==> src/design/assert_macros.svh <==
// ----------------------------------------------------------------------------
// Assertion macros
// Concurrent assertion wrappers; they compile to nothing under synthesis.
// ----------------------------------------------------------------------------
`ifndef ASSERT_MACROS_SVH
`define ASSERT_MACROS_SVH

`ifndef SYNTHESIS

// Check prop at every rising edge of clk, except while rst is high.
`define NAFT_ASSERT(lbl, clk, rst, prop) \
  lbl: assert property (@(posedge clk) disable iff (rst) prop) \
    else $error("assertion failed");

// Check that cond never holds at a rising edge of clk outside reset.
`define NAFT_ASSERT_NEVER(lbl, clk, rst, cond) \
  lbl: assert property (@(posedge clk) disable iff (rst) !(cond)) \
    else $error("forbidden condition seen");

`else

`define NAFT_ASSERT(lbl, clk, rst, prop)
`define NAFT_ASSERT_NEVER(lbl, clk, rst, cond)

`endif

`endif

==> src/design/naft_pkg.sv <==
// ----------------------------------------------------------------------------
// naft_pkg
// Shared types, codes and constants of the name/arity function table.
// ----------------------------------------------------------------------------
package naft_pkg;

  localparam int TABLE_DEPTH = 64;
  localparam int QUEUE_DEPTH = 2;

  localparam logic [31:0] FNV_BASIS = 32'h811C_9DC5;
  localparam logic [31:0] FNV_PRIME = 32'h0100_0193;

  localparam logic REQ_LOOKUP = 1'b0;
  localparam logic REQ_STORE  = 1'b1;

  localparam logic [1:0] STATUS_LOOKUP   = 2'd0;
  localparam logic [1:0] STATUS_UPDATED  = 2'd1;
  localparam logic [1:0] STATUS_INSERTED = 2'd2;
  localparam logic [1:0] STATUS_FULL     = 2'd3;

  typedef struct packed {
    logic        req_type;
    logic [7:0]  name_byte;
    logic        has_byte;
    logic        last_byte;
    logic [7:0]  arity;
    logic [63:0] store_value;
  } req_t;

  typedef struct packed {
    logic        found;
    logic [63:0] result_value;
    logic [1:0]  status;
  } rsp_t;

  // One table operation, handed from the hashing front to the table back.
  typedef struct packed {
    logic        req_type;
    logic [31:0] key;
    logic [7:0]  arity;
    logic [63:0] store_value;
  } cmd_t;

endpackage

==> src/design/naft_front.sv <==
// ----------------------------------------------------------------------------
// naft_front
// Accept name bytes, run the FNV-1a hash, queue one operation per name.
// ----------------------------------------------------------------------------
module naft_front (
  input  logic            clk,
  input  logic            rst,
  input  logic            push,
  input  naft_pkg::req_t  req,
  output logic            full,
  output logic            cmd_push,
  output naft_pkg::cmd_t  cmd,
  input  logic            cmd_full
);

  logic [31:0] hash;
  logic [31:0] mixed;
  logic [31:0] hashed;
  logic [31:0] key;
  logic        accept;

  assign full   = cmd_full;
  assign accept = push && !full;

  assign mixed  = hash ^ {24'd0, req.name_byte};
  assign hashed = mixed * naft_pkg::FNV_PRIME;
  assign key    = req.has_byte ? hashed : hash;

  // Only the final item of a name makes a table operation.
  assign cmd_push        = accept && req.last_byte;
  assign cmd.req_type    = req.req_type;
  assign cmd.key         = key;
  assign cmd.arity       = req.arity;
  assign cmd.store_value = req.store_value;

  always_ff @(posedge clk) begin
    if (rst) begin
      hash <= naft_pkg::FNV_BASIS;
    end else if (accept) begin
      hash <= req.last_byte ? naft_pkg::FNV_BASIS : key;
    end
  end

endmodule

==> config.mk <==
export PLATFORM = sky130hd
export DESIGN_NAME = naft_front
export DESIGN_NICKNAME = d
export VERILOG_FILES = /design/src/design/assert_macros.svh /design/src/design/naft_pkg.sv /design/src/design/naft_front.sv
export SDC_FILE = /design/constraint.sdc
export NUM_CORES = 1
export LEC_CHECK = 0
export ABC_CLOCK_PERIOD_IN_PS = 19300
export BUFFER_PORTS_ARGS = -buffer_cell sky130_fd_sc_hd__buf_2
export CAP_MARGIN = 40
export CORE_ASPECT_RATIO = 1.1
export CORE_UTILIZATION = 60
export CTS_CLUSTER_DIAMETER = 80
export CTS_CLUSTER_SIZE = 25
export DETAILED_ROUTE_END_ITERATION = 8
export GPL_TIMING_DRIVEN = 0
export MAX_ROUTING_LAYER = met4
export PLACE_DENSITY = 0.89
export SYNTH_ARGS = -nofsm -noshare
export SYNTH_HDL_FRONTEND = slang
export SYNTH_SLANG_ARGS = --single-unit
==> constraint.sdc <==
create_clock -name clk -period 19.3 [get_ports clk]
set_input_delay 1.93 -clock clk [delete_from_list [all_inputs] [get_ports clk]]
set_output_delay 1.93 -clock clk [all_outputs]
set_load 0.02 [all_outputs]
## Yosys cells after proc, flatten, opt, wreduce, memory -nomap -nowiden

Cells that the tools add are included.

- Bits of input ports: 87
- Word-level logic and storage cells: 8
- Flip-flop bits (word level): 32
- Output and inout bits: 107

- Multiplexer cells: 2
- $mul: 1
- Bitwise gates (word level): 1
- Reduce and logical (&&, ||, !) cells: 3

Operator list:

| operator | count |
|---|---|
| 32-bit two-way mux | 2 |
| 32-bit by 25-bit multiplier with 32-bit output, second input constant | 1 |
| 32-bit by 8-bit XOR with 32-bit output | 1 |
| 1-bit logical AND | 2 |
| 1-bit logical NOT | 1 |

## Logic depth before layout (Yosys ltp)

Gate-level depths: netlist of the first run.

- Depth in word-level cells: 4
- Gate-level depth with buffers: 21
- Mapped depth without buffers: 21

## Worst setup path after synthesis of the first run

OpenSTA, ideal clock, no wires.

- Kind: input to output
- Start point: in req[81] (netlist name)
- End point: out cmd[100] (netlist name)
- Stages on the path: 21
- Buffers on the path: 0
- Data arrival time: 6.970 ns
- Path slack: 10.400 ns
- Required time: 17.370 ns
- Cells stage by stage: xnor2_1 inv_1 ha_1 ha_1 fa_1 ha_1 fa_1 ha_1 inv_1 fa_1 inv_1 ha_1 a21o_1 a21o_1 a21oi_1 o221ai_1 a2111o_1 a31oi_2 o21bai_1 xor2_1 mux2_2

RTL lines:

| item | line | text |
|---|---|---|
| from (decl) | naft_front.sv:9 | `input naft_pkg::req_t req,` |
| to (decl) | naft_front.sv:12 | `output naft_pkg::cmd_t cmd,` |

==> reports/metrics.cfg, run 1 <==
[sta]
whs_ps=500
fmax_mhz=100
fin_tns_setup_ps=0
slew_violations=0
setup_viol=0
grt_setup_unrepaired=no
min_period_ps=9960
min_period_over_period_pct=51.6
worstMarginPinSlew_ps=817
final_hold_viol_count=0
fin_skew_ps=4.23
slew_headroom_pct=45.3

[clock_tree]
post_cts_resized=0
htree_levels=2
cts_buffers=5
clk_pin_slew_ps=60
clkLatencyLatePin_ps=280
post_cts_buffers=0
cts-root-buf=clkbuf_16
clock_sinks=32
clk_path_buf_depth=2
cts_hold_repair.buffers=0
cts_tree=yes

[route]
wl_um=18800
drtAntennaViolNets=0
drc=0
wire_per_inst_um=16.8
vias=6329
drtIter0Drc=407
drt_pre_antenna_iters=5
drt-vias-per-instance=5.66

[finish]
top_regs=hash x32
fillers=915
largest_reg_flops=32
fin_nets=1308
multi_input_area_um2=5780
drive_gt1_share_pct=25.2
final_util_pct=70.5
area_growth_pct=12.3
regMostFlops=hash
seqCellArea_um2=641
finalNonFillerCells=1119

[critical_path]
required_ps=17370
cp-end-kind=output pin
cp_cell_sequence=buf_2, xor2_1, ha_1, ha_1, fa_1, ha_1, fa_1, ha_1, inv_1, fa_1, inv_1, ha_1, a21o_1, a21o_1, a21oi_1, o221ai_1, a2111o_1, a31oi_2, o21bai_1, xor2_1, mux2_2, buf_2
slowest_delay_ps=590
crit_arrival_ps=8030
path_class=in -> out
startpoint_type=input port
crit_path_frequent_cell=ha_1
crit_slowest_cell=xor2_1
worstPathMaxFanout=6

[yosys]
yosys.cell_count.top_type=ha_1
synth_edf_count=0
synthTopCellsByCount=ha_1 (184), inv_1 (168), buf_4 (75)
synth.distinct_cells=55
synth_warnings=0
synth_cells=836
async_flop_share_pct=0
seq_area_frac_synth_pct=8.34
ys_ff_latch=32
syn_nets=1181
synth-main-ff-cell=dfxtp_1
synth_area_per_cell_um2=9.19
synth_area_um2=7680
synth_top_area_share_pct=30.0
synth_top_area_cell=ha_1
yosys-top-cells-area=ha_1 (30%), fa_1 (19%), dfxtp_1 (8.3%)

[placement]
portBuffers=120
dp_cells=1110
dpl.hpwl_um=15700
gp_congestion=0.921

[floorplanning]
fp.dieW_um=110
die_h_um=121
core_um2=12200
ios=194
start_util_pct=62.7
die_area_um2=13300
rows=42

[min_path]
hold_class=reg -> reg

[grt]
grt_use_total_pct=30.6
grt_pass1_wl_um=29900
overflow=0
grt_max_degree=13
antenna_found_initial=1
grt_pass1_vias=6476

[job]
cap_violations=0

[status]
status=completed

through the flow:
stage | area, um^2 | setup WS, ps
2_1_floorplan | 7680 | 10400
3_3_place_gp | 8480 | 9520
3_5_place_dp | 8480 | 9400
4_1_cts | 8620 | 9380
5_1_grt | 8630 | 9140
6_report | 8630 | 9340
cells in the final DEF, fill, tap and decap left out, types with 2 or more instances in the layout:
master and n:
o21ai_1 3, o211ai_1 2, nor3_1 5, o21ai_0 5
a211oi_1 3, o21bai_1 4, nand3b_1 2, a21oi_1 24
buf_2 120, clkbuf_16 5, xnor2_1 32, o21a_1 2
and2_1 4, a2111o_1 2, a311o_1 2, ha_1 184
nand2_1 42, and3_1 6, inv_1 168, nand3_1 14
nor2b_1 4, dfxtp_1 32, a31oi_1 3, o221ai_1 2
xor2_1 22, buf_6 3, buf_1 2, buf_4 75
a22oi_1 9, a21o_1 11, a221oi_1 2, fa_1 74
clkbuf_1 6, a22o_1 5, mux2_2 27, nor2_1 31
nand2b_1 4, clkinvlp_4 2
cells by family (layout without fill, tap and decap cells):
family / count (synthesis) / count (layout) / synth area share (%)
DFF: 32 / 32 / 8.34
muxes: 28 / 28 / 4.09
AOI/OAI and AO/OA: 92 / 92 / 8.73
other: 0 / 1 / 0
buffers and inverters: 254 / 382 / 16.4
adders and majority gates: 258 / 258 / 49.3
xor gates and xnor gates: 54 / 54 / 6.16
and+or+nand+nor: 118 / 118 / 7.07
worst max-delay path, delay by kind of cell:
kind	cells	cell delay, ps
AO/OA/AOI/OAI	7	1590
XOR/XNOR	2	750
adder cells (fa/ha/maj)	8	3110
buffers and inverters	4	350
multiplexers	1	280
worst paths after layout:
path         slack, ps       end    start  cells past startpoint
min reg2reg        500   hash[7]  hash[7]                      2
max reg2reg      13000  hash[28]  hash[6]                     20
max               9340  cmd[100]  req[80]                     22
min                500   hash[7]  hash[7]                      2
final cells by class:
type	count	area share, %
sequential	32	7.43
clock buffer	5	1.45
antenna	1	0.0290
inverter	168	7.31
timing repair buffer	120	6.96
multi-input combinational	550	67.0
tap	154	2.23
clock inverter	3	0.276
buffer	86	7.27
layer usage:
layer	routed length (um)	share of wire (%)	global-route usage, %	up-vias
met5	0	0	-	-
met4	898	4.8	14.8	0
met3	1460	7.8	5.39	99
met2	9300	50	51.8	314
met1	7100	38	34.5	2989
li1	-	-	-	2927
Power of run 1 is not shown: default switching activity piles up to over one toggle a cycle in this logic, so the estimate is an artifact.
==> run 2, diff against run 1 <==
--- a/config.mk
+++ b/config.mk
@@ -5,17 +5,17 @@
 export SDC_FILE = /design/constraint.sdc
 export NUM_CORES = 1
 export LEC_CHECK = 0
-export ABC_CLOCK_PERIOD_IN_PS = 19300
+export ABC_CLOCK_PERIOD_IN_PS = 9600
 export BUFFER_PORTS_ARGS = -buffer_cell sky130_fd_sc_hd__buf_2
 export CAP_MARGIN = 40
 export CORE_ASPECT_RATIO = 1.1
-export CORE_UTILIZATION = 60
+export CORE_UTILIZATION = 56
 export CTS_CLUSTER_DIAMETER = 80
 export CTS_CLUSTER_SIZE = 25
 export DETAILED_ROUTE_END_ITERATION = 8
 export GPL_TIMING_DRIVEN = 0
 export MAX_ROUTING_LAYER = met4
-export PLACE_DENSITY = 0.89
+export PLACE_DENSITY = 0.84
 export SYNTH_ARGS = -nofsm -noshare
 export SYNTH_HDL_FRONTEND = slang
 export SYNTH_SLANG_ARGS = --single-unit
==> constraint.sdc (replaced) <==
create_clock -name clk -period 9.6 [get_ports clk]
set_input_delay 0.96 -clock clk [delete_from_list [all_inputs] [get_ports clk]]
set_output_delay 0.96 -clock clk [all_outputs]
set_load 0.02 [all_outputs]
==> reports/metrics.cfg, run 2 (synthesized netlist as in run 1, its figures left out) <==
[placement]
portBuffers=120  ; unchanged
dp_slack_ps=1600  ; -7800 ps
dpl.hpwl_um=15300  ; -2.8%
gp_congestion=0.932  ; +1.1%

[min_path]
hold_depth=2  ; unchanged
min_to=hash[6]
hp-start=hash[6]
hold_class=reg -> reg

[floorplanning]
core_um2=13300  ; +8.4%
die_area_um2=14200  ; +7.0%
die_h_um=125  ; +3.5%
rows=44  ; +4.8%
fp.dieW_um=114  ; +3.4%
start_util_pct=57.9  ; -4.8 points
ios=194  ; unchanged

[clock_tree]
clk_pin_slew_ps=60  ; about the same
post_cts_resized=0  ; unchanged
cts_tree=yes
cts_buffers=5  ; unchanged
cts-root-buf=clkbuf_16
cts_hold_repair.buffers=0  ; unchanged
post_cts_buffers=0  ; unchanged
clk_path_buf_depth=2  ; unchanged
clkLatencyLatePin_ps=280  ; about the same
htree_levels=2  ; unchanged
clock_sinks=32  ; unchanged

[grt]
antenna_found_initial=0  ; -1
grt_max_degree=12  ; -1
grt_pass1_vias=6072  ; -6.2%
grt_pass1_wl_um=28900  ; -3.2%
grt_use_total_pct=26.8  ; -3.8 points
overflow=0  ; unchanged

[finish]
final_util_pct=65.4  ; -5.0 points
fillers=1067  ; +17%
seqCellArea_um2=641  ; unchanged
fin_nets=1308  ; unchanged
largest_reg_flops=32  ; unchanged
mostFrequentLayoutCells=ha_1 (184), inv_1 (168), buf_2 (120)
area_growth_pct=13.0
drive_gt1_share_pct=25.2  ; unchanged
final_common_cell=ha_1
num_antenna_cells=0  ; -1
multi_input_area_um2=5780  ; unchanged
regMostFlops=hash
top_regs=hash x32

[sta]
fin_skew_ps=4.21  ; -0.0270 ps
fin_tns_setup_ps=0  ; unchanged
fmax_mhz=124
min_period_ps=8030
min_period_over_period_pct=83.7
slew_violations=0  ; unchanged
grt_setup_unrepaired=no
worstMarginPinSlew_ps=717  ; -100 ps
final_hold_viol_count=0  ; unchanged
whs_ps=497  ; -2.74 ps
setup_ws_ps=1570  ; -7780 ps
setup_viol=0  ; unchanged
slew_headroom_pct=52.1  ; +6.7 points

[critical_path]
worstPathMaxFanout=6  ; unchanged
regToRegEndpoint=hash[28]
reg2regPathDepth=20  ; unchanged
path_class=in -> out
required_ps=8640  ; -8730 ps
crit_arrival_ps=7070  ; -960 ps
r2r-start=hash[6]
rrSetupSlack_ps=3280  ; -9720 ps
startpoint_type=input port
cp-end-kind=output pin

[route]
drtIter0Drc=300  ; -26%
vias=6138  ; -3.0%
wire_per_inst_um=15.8  ; -5.7%
drtAntennaViolNets=0  ; unchanged
drt_pre_antenna_iters=5  ; unchanged
drt-vias-per-instance=5.35  ; -5.5%
wl_um=18100  ; -3.3%
drc=0  ; unchanged

[job]
cap_violations=0  ; unchanged

[status]
status=completed

==> run 2: changes by cell type in the layout (fill, tap and decap cells not counted) <==
cell,before,now
clkinv_4,1,0
diode_2,1,0
bufinv_16,0,1
clkinv_2,0,1
clkinvlp_4,2,1
==> run 2: layout make-up <==
cell class,instances,area share [%]
timing repair buffer,120,6.92
inverter,168,7.26
sequential,32,7.38
clock buffer,5,1.44
clock inverter,3,0.490
buffer,86,7.22
multi-input combinational,550,66.6
tap,184,2.65
==> run 2: worst max-delay path, cell delays in order <==
cell and delay [ps]:
buf_2 100, xor2_1 560, ha_1 370, ha_1 330, fa_1 520, ha_1 230, fa_1 480, ha_1 290
inv_1 60, fa_1 540, inv_1 50, ha_1 350, a21o_1 210, a21o_1 190, a21oi_1 250, o221ai_1 190
a2111o_1 370, a31oi_2 310, o21bai_1 120, xor2_1 170, mux2_2 260, buf_2 150
==> run 2: worst max-delay path by stage <==
stage | start | endpoint | slack [ps] | depth (start not counted)
floorplan | req[81] | cmd[100] | 2640 | 21
detailed placement | req[80] | cmd[100] | 1600 | 22
finish | req[80] | cmd[100] | 1570 | 22
global route | req[80] | cmd[102] | 1360 | 22
global placement | req[80] | cmd[102] | 1670 | 22
CTS | req[80] | cmd[100] | 1580 | 22
==> run 2: stage by stage <==
stage / instance area [um^2] / cells
floorplan: 7680 / 836
global placement: 8510 / 1140
detailed placement: 8510 / 1140
CTS: 8680 / 1148
global route: 8680 / 1148
finish: 8680 / 1148
==> run 2: layer usage <==
layer / vias up / routed length, um / track usage [%]
met5: - / 0 / -
met4: 0 / 611 / 9.44
met3: 51 / 1100 / 3.16
met2: 248 / 9060 / 46.1
met1: 2916 / 7360 / 32.1
li1: 2923 / - / -
Power of run 2 is left out for the same reason.
