## config.mk

```make
export PLATFORM = sky130hd
export DESIGN_NAME = naft_fifo
export DESIGN_NICKNAME = d
export VERILOG_FILES = /design/src/design/assert_macros.svh /design/src/design/naft_pkg.sv /design/src/design/naft_fifo.sv
export SDC_FILE = /design/constraint.sdc
export NUM_CORES = 1
export LEC_CHECK = 0
export BUFFER_PORTS_ARGS = -buffer_cell sky130_fd_sc_hd__buf_2
export CORE_AREA = 2 2 39 41
export DETAILED_ROUTE_END_ITERATION = 12
export DIE_AREA = 0 0 41 43
export PLACE_DENSITY = 0.42
export SYNTH_ARGS = -nofsm -noshare
export SYNTH_HDL_FRONTEND = slang
export SYNTH_SLANG_ARGS = --single-unit
export TNS_END_PERCENT = 100
```

## constraint.sdc

```tcl
create_clock -name clk -period 1.9 [get_ports clk]
set_clock_uncertainty 0.05 [all_clocks]
set_input_delay 0.285 -clock clk [delete_from_list [all_inputs] [get_ports clk]]
set_output_delay 0.285 -clock clk [all_outputs]
set_load 0.005 [all_outputs]
```

## src/design/assert_macros.svh

```systemverilog
// ----------------------------------------------------------------------------
// Assertion macros
// Concurrent assertion wrappers; they compile to nothing under synthesis.
// ----------------------------------------------------------------------------
`ifndef ASSERT_MACROS_SVH
`define ASSERT_MACROS_SVH

`ifndef SYNTHESIS

// Check prop at every rising edge of clk, except while rst is high.
`define NAFT_ASSERT(lbl, clk, rst, prop) \
  lbl: assert property (@(posedge clk) disable iff (rst) prop) \
    else $error("assertion failed");

// Check that cond never holds at a rising edge of clk outside reset.
`define NAFT_ASSERT_NEVER(lbl, clk, rst, cond) \
  lbl: assert property (@(posedge clk) disable iff (rst) !(cond)) \
    else $error("forbidden condition seen");

`else

`define NAFT_ASSERT(lbl, clk, rst, prop)
`define NAFT_ASSERT_NEVER(lbl, clk, rst, cond)

`endif

`endif

```

## src/design/naft_pkg.sv

```systemverilog
// ----------------------------------------------------------------------------
// naft_pkg
// Shared types, codes and constants of the name/arity function table.
// ----------------------------------------------------------------------------
package naft_pkg;

  localparam int TABLE_DEPTH = 64;
  localparam int QUEUE_DEPTH = 2;

  localparam logic [31:0] FNV_BASIS = 32'h811C_9DC5;
  localparam logic [31:0] FNV_PRIME = 32'h0100_0193;

  localparam logic REQ_LOOKUP = 1'b0;
  localparam logic REQ_STORE  = 1'b1;

  localparam logic [1:0] STATUS_LOOKUP   = 2'd0;
  localparam logic [1:0] STATUS_UPDATED  = 2'd1;
  localparam logic [1:0] STATUS_INSERTED = 2'd2;
  localparam logic [1:0] STATUS_FULL     = 2'd3;

  typedef struct packed {
    logic        req_type;
    logic [7:0]  name_byte;
    logic        has_byte;
    logic        last_byte;
    logic [7:0]  arity;
    logic [63:0] store_value;
  } req_t;

  typedef struct packed {
    logic        found;
    logic [63:0] result_value;
    logic [1:0]  status;
  } rsp_t;

  // One table operation, handed from the hashing front to the table back.
  typedef struct packed {
    logic        req_type;
    logic [31:0] key;
    logic [7:0]  arity;
    logic [63:0] store_value;
  } cmd_t;

endpackage

```

## src/design/naft_fifo.sv

```systemverilog
// ----------------------------------------------------------------------------
// naft_fifo
// Small register queue with push/full and pop/empty handshakes.
// ----------------------------------------------------------------------------
module naft_fifo #(
  parameter int  DEPTH = naft_pkg::QUEUE_DEPTH,
  parameter type T     = logic
) (
  input  logic clk,
  input  logic rst,
  input  logic push,
  input  T     wdata,
  output logic full,
  input  logic pop,
  output T     rdata,
  output logic empty
);

  localparam int PW = (DEPTH > 1) ? $clog2(DEPTH) : 1;
  localparam int CW = $clog2(DEPTH + 1);

  T               slots [DEPTH];
  logic [PW-1:0]  wr_ptr;
  logic [PW-1:0]  rd_ptr;
  logic [CW-1:0]  count;
  logic           do_push;
  logic           do_pop;

  assign full    = (count == CW'(DEPTH));
  assign empty   = (count == '0);
  assign do_push = push && !full;
  assign do_pop  = pop && !empty;
  assign rdata   = slots[rd_ptr];

  always_ff @(posedge clk) begin
    if (rst) begin
      wr_ptr <= '0;
      rd_ptr <= '0;
      count  <= '0;
    end else begin
      if (do_push) begin
        wr_ptr <= (wr_ptr == PW'(DEPTH - 1)) ? '0 : wr_ptr + 1'b1;
      end
      if (do_pop) begin
        rd_ptr <= (rd_ptr == PW'(DEPTH - 1)) ? '0 : rd_ptr + 1'b1;
      end
      count <= count + CW'(do_push) - CW'(do_pop);
    end
  end

  always_ff @(posedge clk) begin
    if (do_push) begin
      slots[wr_ptr] <= wdata;
    end
  end

endmodule

```

# Word-level counts from Yosys, hierarchy flattened
# Memories as Yosys holds them, arrays and structs flattened. A register that Yosys moved wholly into a read port is not among the register bits.
# Index checks and enable logic that the tools add are counted.
dict set report op_classes {
  n_eq_ne 1
  addsub 4
  muxes 6
  n_reduce_logical 5
}
# operator n
set op_table {}
lappend op_table {{2-to-1 mux 1 bit} 6}
lappend op_table {{adder 1 bit, second input constant} 2}
lappend op_table {{adder 2 x 1 -> 2 bit} 1}
lappend op_table {{equality test 2 bit, second input constant} 1}
lappend op_table {{logical AND 1 bit} 2}
lappend op_table {{zero test 1 bit} 2}
lappend op_table {{zero test 2 bit} 1}
lappend op_table {{subtractor 2 x 1 -> 2 bit} 1}
dict set report word_totals {
  ram_bits 2
  n_memories 1
  elab_cells 20
  reg_bits 4
  in_bits 5
  output_inout_bits 3
}
# name words width rd rd_ports_with_merged_regs wr line_no
set mem_list {}
lappend mem_list {slots 2 1 1 1 1 naft_fifo.sv:22} ;# T slots [DEPTH];

# Longest topological paths before layout
# Gate-level depths: netlist of run 1.
dict set report depth {
  ltp_word 5
  ltp_mapped 8
  ltp_nobuf 8
}

# Worst setup path before layout of run 1
# OpenSTA, ideal clock, no wires.
dict set report synth_timing {
  path_type {reg-to-reg}
  startpoint {reg count[1]}
  endpoint {reg count[1]}
  synth_period_minus_slack_ns 1.512
  n_path_buf 0
  setup_time_ns 0.078
  t_required_ns 1.772
  path_slack_ns 0.388
  arrival_ns 1.384
  stages_incl_launch_ff 8
  cell_sequence {dfxtp_1 -> o21a_1 -> ha_1 -> inv_1 -> ha_1 -> xor2_1 -> and2_1 -> nor3_1}
}
dict set report synth_via {
  word_cells_on_any_way 8
  classes_between {add/sub: 2; eq/ne: 1; reduce/logical: 5}
}
# item line_no
set synth_lines {}
lappend synth_lines {{from (decl)} naft_fifo.sv:25} ;# logic [CW-1:0] count;
lappend synth_lines {{from (signal assigned)} naft_fifo.sv:47} ;# count <= count + CW'(do_push) - CW'(do_pop);
lappend synth_lines {{zero test 2 bit} naft_fifo.sv:30} ;# assign empty = (count == '0);
lappend synth_lines {{zero test 1 bit} naft_fifo.sv:32} ;# assign do_pop = pop && !empty;
lappend synth_lines {{logical AND 1 bit} naft_fifo.sv:32}
lappend synth_lines {{net do_pop} naft_fifo.sv:27} ;# logic do_pop;
lappend synth_lines {{subtractor 2 x 1 -> 2 bit} naft_fifo.sv:47}
# The timed path passes the listed nets, and every way through them passes these cells.
# A chain may end at the register's enable or synchronous reset.

# Worst setup path after layout of run 1
dict set report layout_timing {
  startpoint {reg count[0]}
  endpoint {reg count[1]}
}
dict set report layout_via {
  elab_chain_len 5
  word_cells_on_any_way 8
  classes_between {add/sub: 2; eq/ne: 1; reduce/logical: 5}
}
# item line_no
set layout_rtl {}
lappend layout_rtl {{equality test 2 bit} naft_fifo.sv:29} ;# assign full = (count == CW'(DEPTH));
lappend layout_rtl {{zero test 1 bit} naft_fifo.sv:31} ;# assign do_push = push && !full;
lappend layout_rtl {{logical AND 1 bit} naft_fifo.sv:31}
lappend layout_rtl {{adder 2 x 1 -> 2 bit} naft_fifo.sv:47}
lappend layout_rtl {{subtractor 2 x 1 -> 2 bit (*)} naft_fifo.sv:47}
# Every way passes the cells marked *; elsewhere a longest branch is shown, timed or not.

==> results.md, run 1 <==
- GR Util met3: 4.71%
- Iteration-0 DRC Markers: 5
- Leak pwr: 0.000189 µW
- CTS Sinks: 7
- EDFF count, synth: 2
- Detailed Place HPWL: 386 µm
- CTS tree: done
- Post-synthesis mux area share: 3.69%
- Slew Viols, Final: 0
- Crit Path Class: flip-flop to flip-flop
- RD Place Congestion: 0.690
- Crit start category: flip-flop
- Clk Latency, worst-skew pair: 250 ps
- Post-CTS Setup Inserts: 0
- Min-Delay Path Class: input port to flip-flop
- FMAX: 613 MHz
- Layout Nets: 49
- Worst hold margin: 170 ps
- Xor/xnor share of the synthesized area: 5.74%
- Peak supply drop: 0.000475 V
- GR peak layer: met2
- Top_reg_cell synth: dfxtp_1
- Layout Utilization: 27.9%
- Die Width: 41 µm
- Remaining global-route overflow: 0
- Core Box Area: 1380 µm²
- Place WS: 275 ps
- Final Routed Wirelength: 485 µm
- Mean post-synth cell area: 10.2 µm²
- Post-synthesis async set-or-reset flop share: 0%
- Cts bufs inserted: 3
- GR Util met2: 10.3%
- Syn_nets: 37
- Mapped cell area: 305 µm²
- IO Port Bufs: 7
- Final period util: 85.9%
- Final WS setup: 268 ps
- Max cap viols: 0
- #FFs+latches synth: 7
- Unique masters post-synth: 19
- Max clock buf depth: 2
- Syn-to-layout area delta: 26.6%
- Clock H-tree levels: 1
- Largest net degree at the start of global routing: 6
- Total iterations of the first detailed-routing run: 3
- Via/cell ratio: 4.19
- Least-Margin Pin Slew: 188 ps
- Initial antenna violation count: 0
- Share of layout cells above drive strength 1: 34.1%
- Die ar.: 1760 µm²
- RSZ-0062 raised after global routing: no
- Initial core utilization: 22.1%
- Power Dens Cells: 1450 nW/µm²
- ANT cells: 0
- Crit path max fanout: 4
- Min cycle time layout: 1630 ps
- CP Data Required Time: 2020 ps
- ANT nets after route: 0
- Reg clk slew, reported paths: 50 ps
- Compound-gate portion of the synthesized area: 5.74%
- Yosys warns: 0
- Post_cts resized: 0
- Post-Synth Simple-Gate Area: 19.3%
- Global-route wire length before repair: 800 µm
- Arr. time, crit path: 1760 ps
- Fill cell count: 157
- Final setup fails: 0
- Relative slew margins: 87.4%
- Sequential-to-total area share from yosys stat: 52.5%
- # DRC: 0
- Hold buffers post-CTS: 0
- Final Hold Fails: 0
- Total GRT Usage: 7.57%
- Post-synthesis adder-cell area fraction: 8.20%
- FP Rows: 14
- Run status: complete, no violations
- Routed via count: 239
- DIE HEIGHT: 43 µm
- Wire per inst: 8.51 µm
- Vias in the first global route: 214
- IO Count: 8
- Synth Instances: 30
- Power after layout: 560 µW
- Main combinational cell family by area after synthesis: simple AND/OR/NAND/NOR gates
- Worst setup EP type: flip-flop
- CTS root buf: clkbuf_4
- Final setup TNS: 0 ps
- M1 GR Usage: 6.86%
[worst max-delay path: stages, from the launching register on]
cell and delay [ps]:
dfxtp_1 360, nand2b_2 160, nand2_1 70, ha_1 270, inv_1 40, ha_1 180, xor2_1 150, and2_1 150
nor3_1 120
[path summary, 6_finish.rpt]
path             from        to  depth (start not counted)  slack, ps
max          count[0]  count[1]                          8        270
min             wdata  slots[1]                          1        170
max reg2reg  count[0]  count[1]                          8        270
min reg2reg    wr_ptr    wr_ptr                          2        430
[routing by layer]
layer  share of wire, %  vias to the layer above
li1                   -                      121
met1                 41                      108
met2                 48                        6
met3                7.0                        4
met4                3.9                        0
met5                  0                        -
[power breakdown]
group | switching, µW | total (µW) | internal (µW)
Combinational | 90.6 | 193 | 102
Clock | 54.8 | 135 | 80.1
Sequential | 29.7 | 232 | 202
Total | 175 | 560 | 385
[Yosys cell counts, types with 2 or more instances]
master | instances | area [µm²]
edfxtp_1 | 2 | 60.1
dfxtp_1 | 5 | 100
ha_1 | 2 | 25.0
nor2_1 | 4 | 15.0
inv_1 | 3 | 11.3
[through the flow]
step                area, µm²  instances
detailed placement        360         53
finish                    387         57
global route              387         57
floorplan                 305         30
global placement          360         53
CTS                       387         57
[cell usage in the layout (no fill, tap or decap), types with 2 or more instances in the layout]
cell type,count
inv_1,3
clkbuf_4,3
edfxtp_1,2
nor2_1,4
ha_1,2
dfxtp_1,5
buf_2,7
[kinds of logic (layout without fill, tap and decap cells)]
family	count (synthesis)	count (layout)
adder cells (fa/ha/maj)	2	2
XOR/XNOR	2	2
AND/OR/NAND/NOR	11	11
flip-flops	7	7
AO/OA/AOI/OAI	3	3
multiplexers	1	1
buffers and inverters	4	15
[final cells by class]
type	count	area (µm²)	share of cell area, %
inverter	4	15.0	3.88
timing repair buffer	7	35.0	9.06
sequential	7	160	41.4
multi-input combinational	19	130	33.7
clock buffer	4	26.3	6.80
tap	16	20.0	5.18
(Power assumes the default switching activity.)
==> run 2: changes to the inputs <==
Settings changed: PLACE_DENSITY 0.42 to 0.44, REMOVE_ABC_BUFFERS from default to 1.
==> run 2 against run 1 <==
Against the previous run:
- final cell count unchanged
- power down 0.94%
- clock power about the same
- critical path type unchanged
- via count down 5.9%
- hold slack better by 1.4 ps
- sequential power about the same
- non-clock buffer count unchanged
- largest cell class unchanged
- critical path depth unchanged
- combinational power down 3%
- global-route usage down 0.91 points
==> results.md, run 2 (synthesis gave the netlist of run 1 again) <==
- Crit path max fanout: 4
- Least-Margin Pin Slew: 172 ps
- Die ar.: 1760 µm²
- Vias in the first global route: 189
- Final Routed Wirelength: 430 µm
- Initial antenna violation count: 0
- Final setup fails: 0
- Remaining global-route overflow: 0
- Peak supply drop: 0.000365 V
- Die Width: 41 µm
- Total GRT Usage: 6.65%
- Post-CTS Setup Inserts: 0
- Wire per inst: 7.54 µm
- Share of layout cells above drive strength 1: 34.1%
- Global-route wire length before repair: 717 µm
- Clk Latency, worst-skew pair: 250 ps
- Final period util: 84.0%
- Crit-path slowest cell: dfxtp_1
- Relative slew margins: 88.4%
- Post_cts resized: 0
- Iteration-0 DRC Markers: 2
- Cells along the critical path: nand2b_2 -> nand2_1 -> ha_1 -> inv_1 -> ha_1 -> xor2_1 -> and2_1 -> nor3_1
- FP Rows: 14
- Largest net degree at the start of global routing: 6
- RD Place Congestion: 0.726
- Final setup TNS: 0 ps
- Max cap viols: 0
- Most frequent cells in the layout: 7 x buf_2, 5 x dfxtp_1, 4 x nor2_1
- CTS tree: done
- ANT cells: 0
- Clock H-tree levels: 1
- CP Data Required Time: 2020 ps
- Power Dens Cells: 1430 nW/µm²
- IO Count: 8
- CP Buf/Inv Count: 1
- ANT nets after route: 0
- Min-Delay Path Class: input port to flip-flop
- Cts bufs inserted: 3
- Syn-to-layout area delta: 26.6%
- Place WS: 285 ps
- DIE HEIGHT: 43 µm
- FMAX: 627 MHz
- Initial core utilization: 22.1%
- Routed via count: 225
- Routed wl met3: 21 µm
- Layout Nets: 49
- Hold buffers post-CTS: 0
- Crit Path Class: flip-flop to flip-flop
- CP max stage delay: 360 ps
- Slew Viols, Final: 0
- Reg clk slew, reported paths: 50 ps
- Final WS setup: 304 ps
- Commonest non-fill, non-tap cell in the layout: buf_2
- CTS root buf: clkbuf_4
- Run status: complete, no violations
- DR top layer: met3
- Max clock buf depth: 2
- IO Port Bufs: 7
- Final Hold Fails: 0
- Crit start category: flip-flop
- Core Box Area: 1380 µm²
- WL met2: 222 µm
- Leak pwr: 0.000189 µW
- Worst setup EP type: flip-flop
- Critical Path Most Common Cell: ha_1
- Top Family by Delay on Critical Path: simple AND/OR/NAND/NOR gates
- Min cycle time layout: 1600 ps
- Via/cell ratio: 3.95
- Arr. time, crit path: 1720 ps
- Wire length on met1: 185 µm
- # DRC: 0
- CTS Sinks: 7
- RSZ-0062 raised after global routing: no
- Total iterations of the first detailed-routing run: 2
==> run 2: through the flow <==
| step | power (µW) | std cells | util, % | cell area [µm²] | hold slack (ps) |
|---|---|---|---|---|---|
| 4_1_cts | 569 | 57 | 27.9 | 387 | 161 |
| 6_report | 555 | 57 | 27.9 | 387 | 172 |
| 3_3_place_gp | 422 | 53 | 26.0 | 360 | 422 |
| 2_1_floorplan | 370 | 30 | - | 305 | 304 |
| 5_1_grt | 613 | 57 | 27.9 | 387 | 157 |
| 3_5_place_dp | 427 | 53 | 26.0 | 360 | 425 |
==> run 2: layout make-up <==
cell class	count	area, µm²
well taps	16	20.0
flip-flops and latches	7	160
repair buffers	7	35.0
inverters	4	15.0
fillers	155	997
clock buffers	4	26.3
multi-input cells	19	130
==> run 2: where the power goes <==
part	switching, µW	internal, µW
Combinational	85.9	102
Clock	54.9	80.2
Sequential	29.3	202
Total	170	385
==> run 2: worst paths after layout <==
kind / start / end / slack [ps] / depth (start not counted)
worst max register to register: count[0] / count[1] / 300 / 8
worst min-delay path: wdata / slots[1] / 170 / 1
worst min register to register: wr_ptr / wr_ptr / 430 / 2
worst max-delay path: count[0] / count[1] / 300 / 8
==> run 2: per-layer routing <==
layer,vias up,track usage (%)
met4,0,6.00
met2,3,8.44
met5,-,0
met1,100,6.84
met3,0,4.71
li1,122,-
==> run 3: changes to the inputs <==
Clock period 1.9 ns to 1.65 ns, I/O delays scaled along.
==> run 3 against run 2 <==
Against the previous run:
- global-route usage increased by 0.71 points
- critical path depth down 1
- register-to-register slack worse by 230 ps
- hold slack got worse by 33 ps
- combinational power rose by 54%
- sequential share of layout area fell by 3.2 points
- clock power grew 14%
- cell area increased by 12%
- maximum frequency increased by 1.5%
- die area stayed put
- count of clock-buffer cells in the layout did not move
- power is 30% higher
- critical endpoint unchanged
==> results.md, run 3 (synthesis gave the netlist of run 1 again) <==
- Crit path max fanout: 4
- Global-route wire length before repair: 800 µm
- CP Buf/Inv Count: 1
- Top Family by Delay on Critical Path: adder cells
- Final Non-Filler Cells: 60
- Via/cell ratio: 3.95
- Routed via count: 237
- Most frequent cells in the layout: 7 x buf_2, 4 x nor2_1
- Final Hold Fails: 0
- Peak supply drop: 0.000460 V
- IO Count: 8
- RD Place Congestion: 0.743
- Reg clk slew, reported paths: 50 ps
- M1 GR Usage: 6.21%
- Remaining global-route overflow: 0
- Clock H-tree levels: 1
- Least-Margin Pin Slew: 186 ps
- Clk Latency, worst-skew pair: 250 ps
- Seq pwr share: 38.7%
- Final Routed Wirelength: 478 µm
- ANT cells: 0
- Slew Viols, Final: 0
- Wire per inst: 7.97 µm
- Combinational power share: 40.0%
- Crit Path Class: flip-flop to flip-flop
- CP Data Required Time: 1770 ps
- Cts bufs inserted: 3
- CTS root buf: clkbuf_4
- Final setup fails: 0
- Core Box Area: 1380 µm²
- Run status: complete, no violations
- CP max stage delay: 350 ps
- Clock power frac: 21.3%
- Cells along the critical path: o21a_1 -> ha_1 -> inv_1 -> ha_2 -> xor2_2 -> and2_1 -> nor3_1
- CTS tree: done
- CTS Sinks: 7
- Worst R2R Setup Slack: 80 ps
- GR peak layer: met2
- Vias in the first global route: 223
- GR Util met3: 6.28%
- GR Util met2: 10.3%
- # DRC: 0
- Share of layout cells above drive strength 1: 50.0%
- Min cycle time layout: 1570 ps
- Final Cell Area: 432 µm²
- Max cap viols: 0
- Syn-to-layout area delta: 41.4%
- ANT nets after route: 0
- Die Width: 41 µm
- Commonest non-fill, non-tap cell in the layout: buf_2
- Power after layout: 722 µW
- Layout Nets: 52
- Placed insts: 53
- Iteration-0 DRC Markers: 0
- Final period util: 95.2%
- Die ar.: 1760 µm²
- Total iterations of the first detailed-routing run: 1
- DIE HEIGHT: 43 µm
- Leak pwr: 0.000206 µW
- Total GRT Usage: 7.37%
- Power Dens Cells: 1670 nW/µm²
- FP Rows: 14
- Placed cell area: 360 µm²
- Max clock buf depth: 2
- Detailed Place HPWL: 372 µm
- Min-Delay Path Class: input port to flip-flop
- Initial core utilization: 22.1%
- IO Port Bufs: 7
- Arr. time, crit path: 1690 ps
- Switching part of the total power: 30.1%
- Crit start category: flip-flop
- Initial antenna violation count: 0
- Crit-path slowest cell: dfxtp_4
- Switch Pwr: 217 µW
- Relative slew margins: 87.5%
- Largest net degree at the start of global routing: 6
- P_int: 505 µW
- Worst setup EP type: flip-flop
- FMAX: 636 MHz
run 3: path summary, 6_finish.rpt:
path / from / endpoint / depth (start not counted)
setup / recovery: count[1] / count[1] / 7
hold / removal: wdata / slots[1] / 1
setup reg to reg: count[1] / count[1] / 7
hold reg to reg: wr_ptr / wr_ptr / 2
run 3: power by group through the flow:
stage / clock network (µW) / logic [µW] / registers (µW)
final: 154 / 289 / 279
after floorplan: 0 / 163 / 264
after detailed placement: 0 / 226 / 271
after CTS: 166 / 229 / 268
after global placement: 0 / 218 / 269
after global routing: 173 / 332 / 287
run 3: final cells by class:
cell class / instances / area, µm²
clock buffers: 4 / 26.3
fillers: 146 / 952
inverters: 4 / 15.0
multi-input cells: 19 / 148
flip-flops and latches: 7 / 165
well taps: 16 / 20.0
repair buffers: 10 / 57.6
run 3: timing repair:
item	CTS	global route
setup buffers	0	3
resized for setup	0	7
hold buffers	0	0
endpoints found under the setup margin	0	1
run 3: layer usage:
layer	share of wire [%]	routed length (µm)
met1	40	192
met5	0	0
met4	0	0
met2	56	266
met3	4.2	20
run 3: stage by stage:
stage	hold WS (ps)	setup slack, ps	TNS [ps]	utilization, %
after global routing	119	-29.8	-29.8	31.2
final	138	78.6	0	31.2
after CTS	120	11.9	0	27.9
after floorplan	267	138	0	-
after detailed placement	389	25.7	0	26.0
after global placement	388	92.0	0	26.0
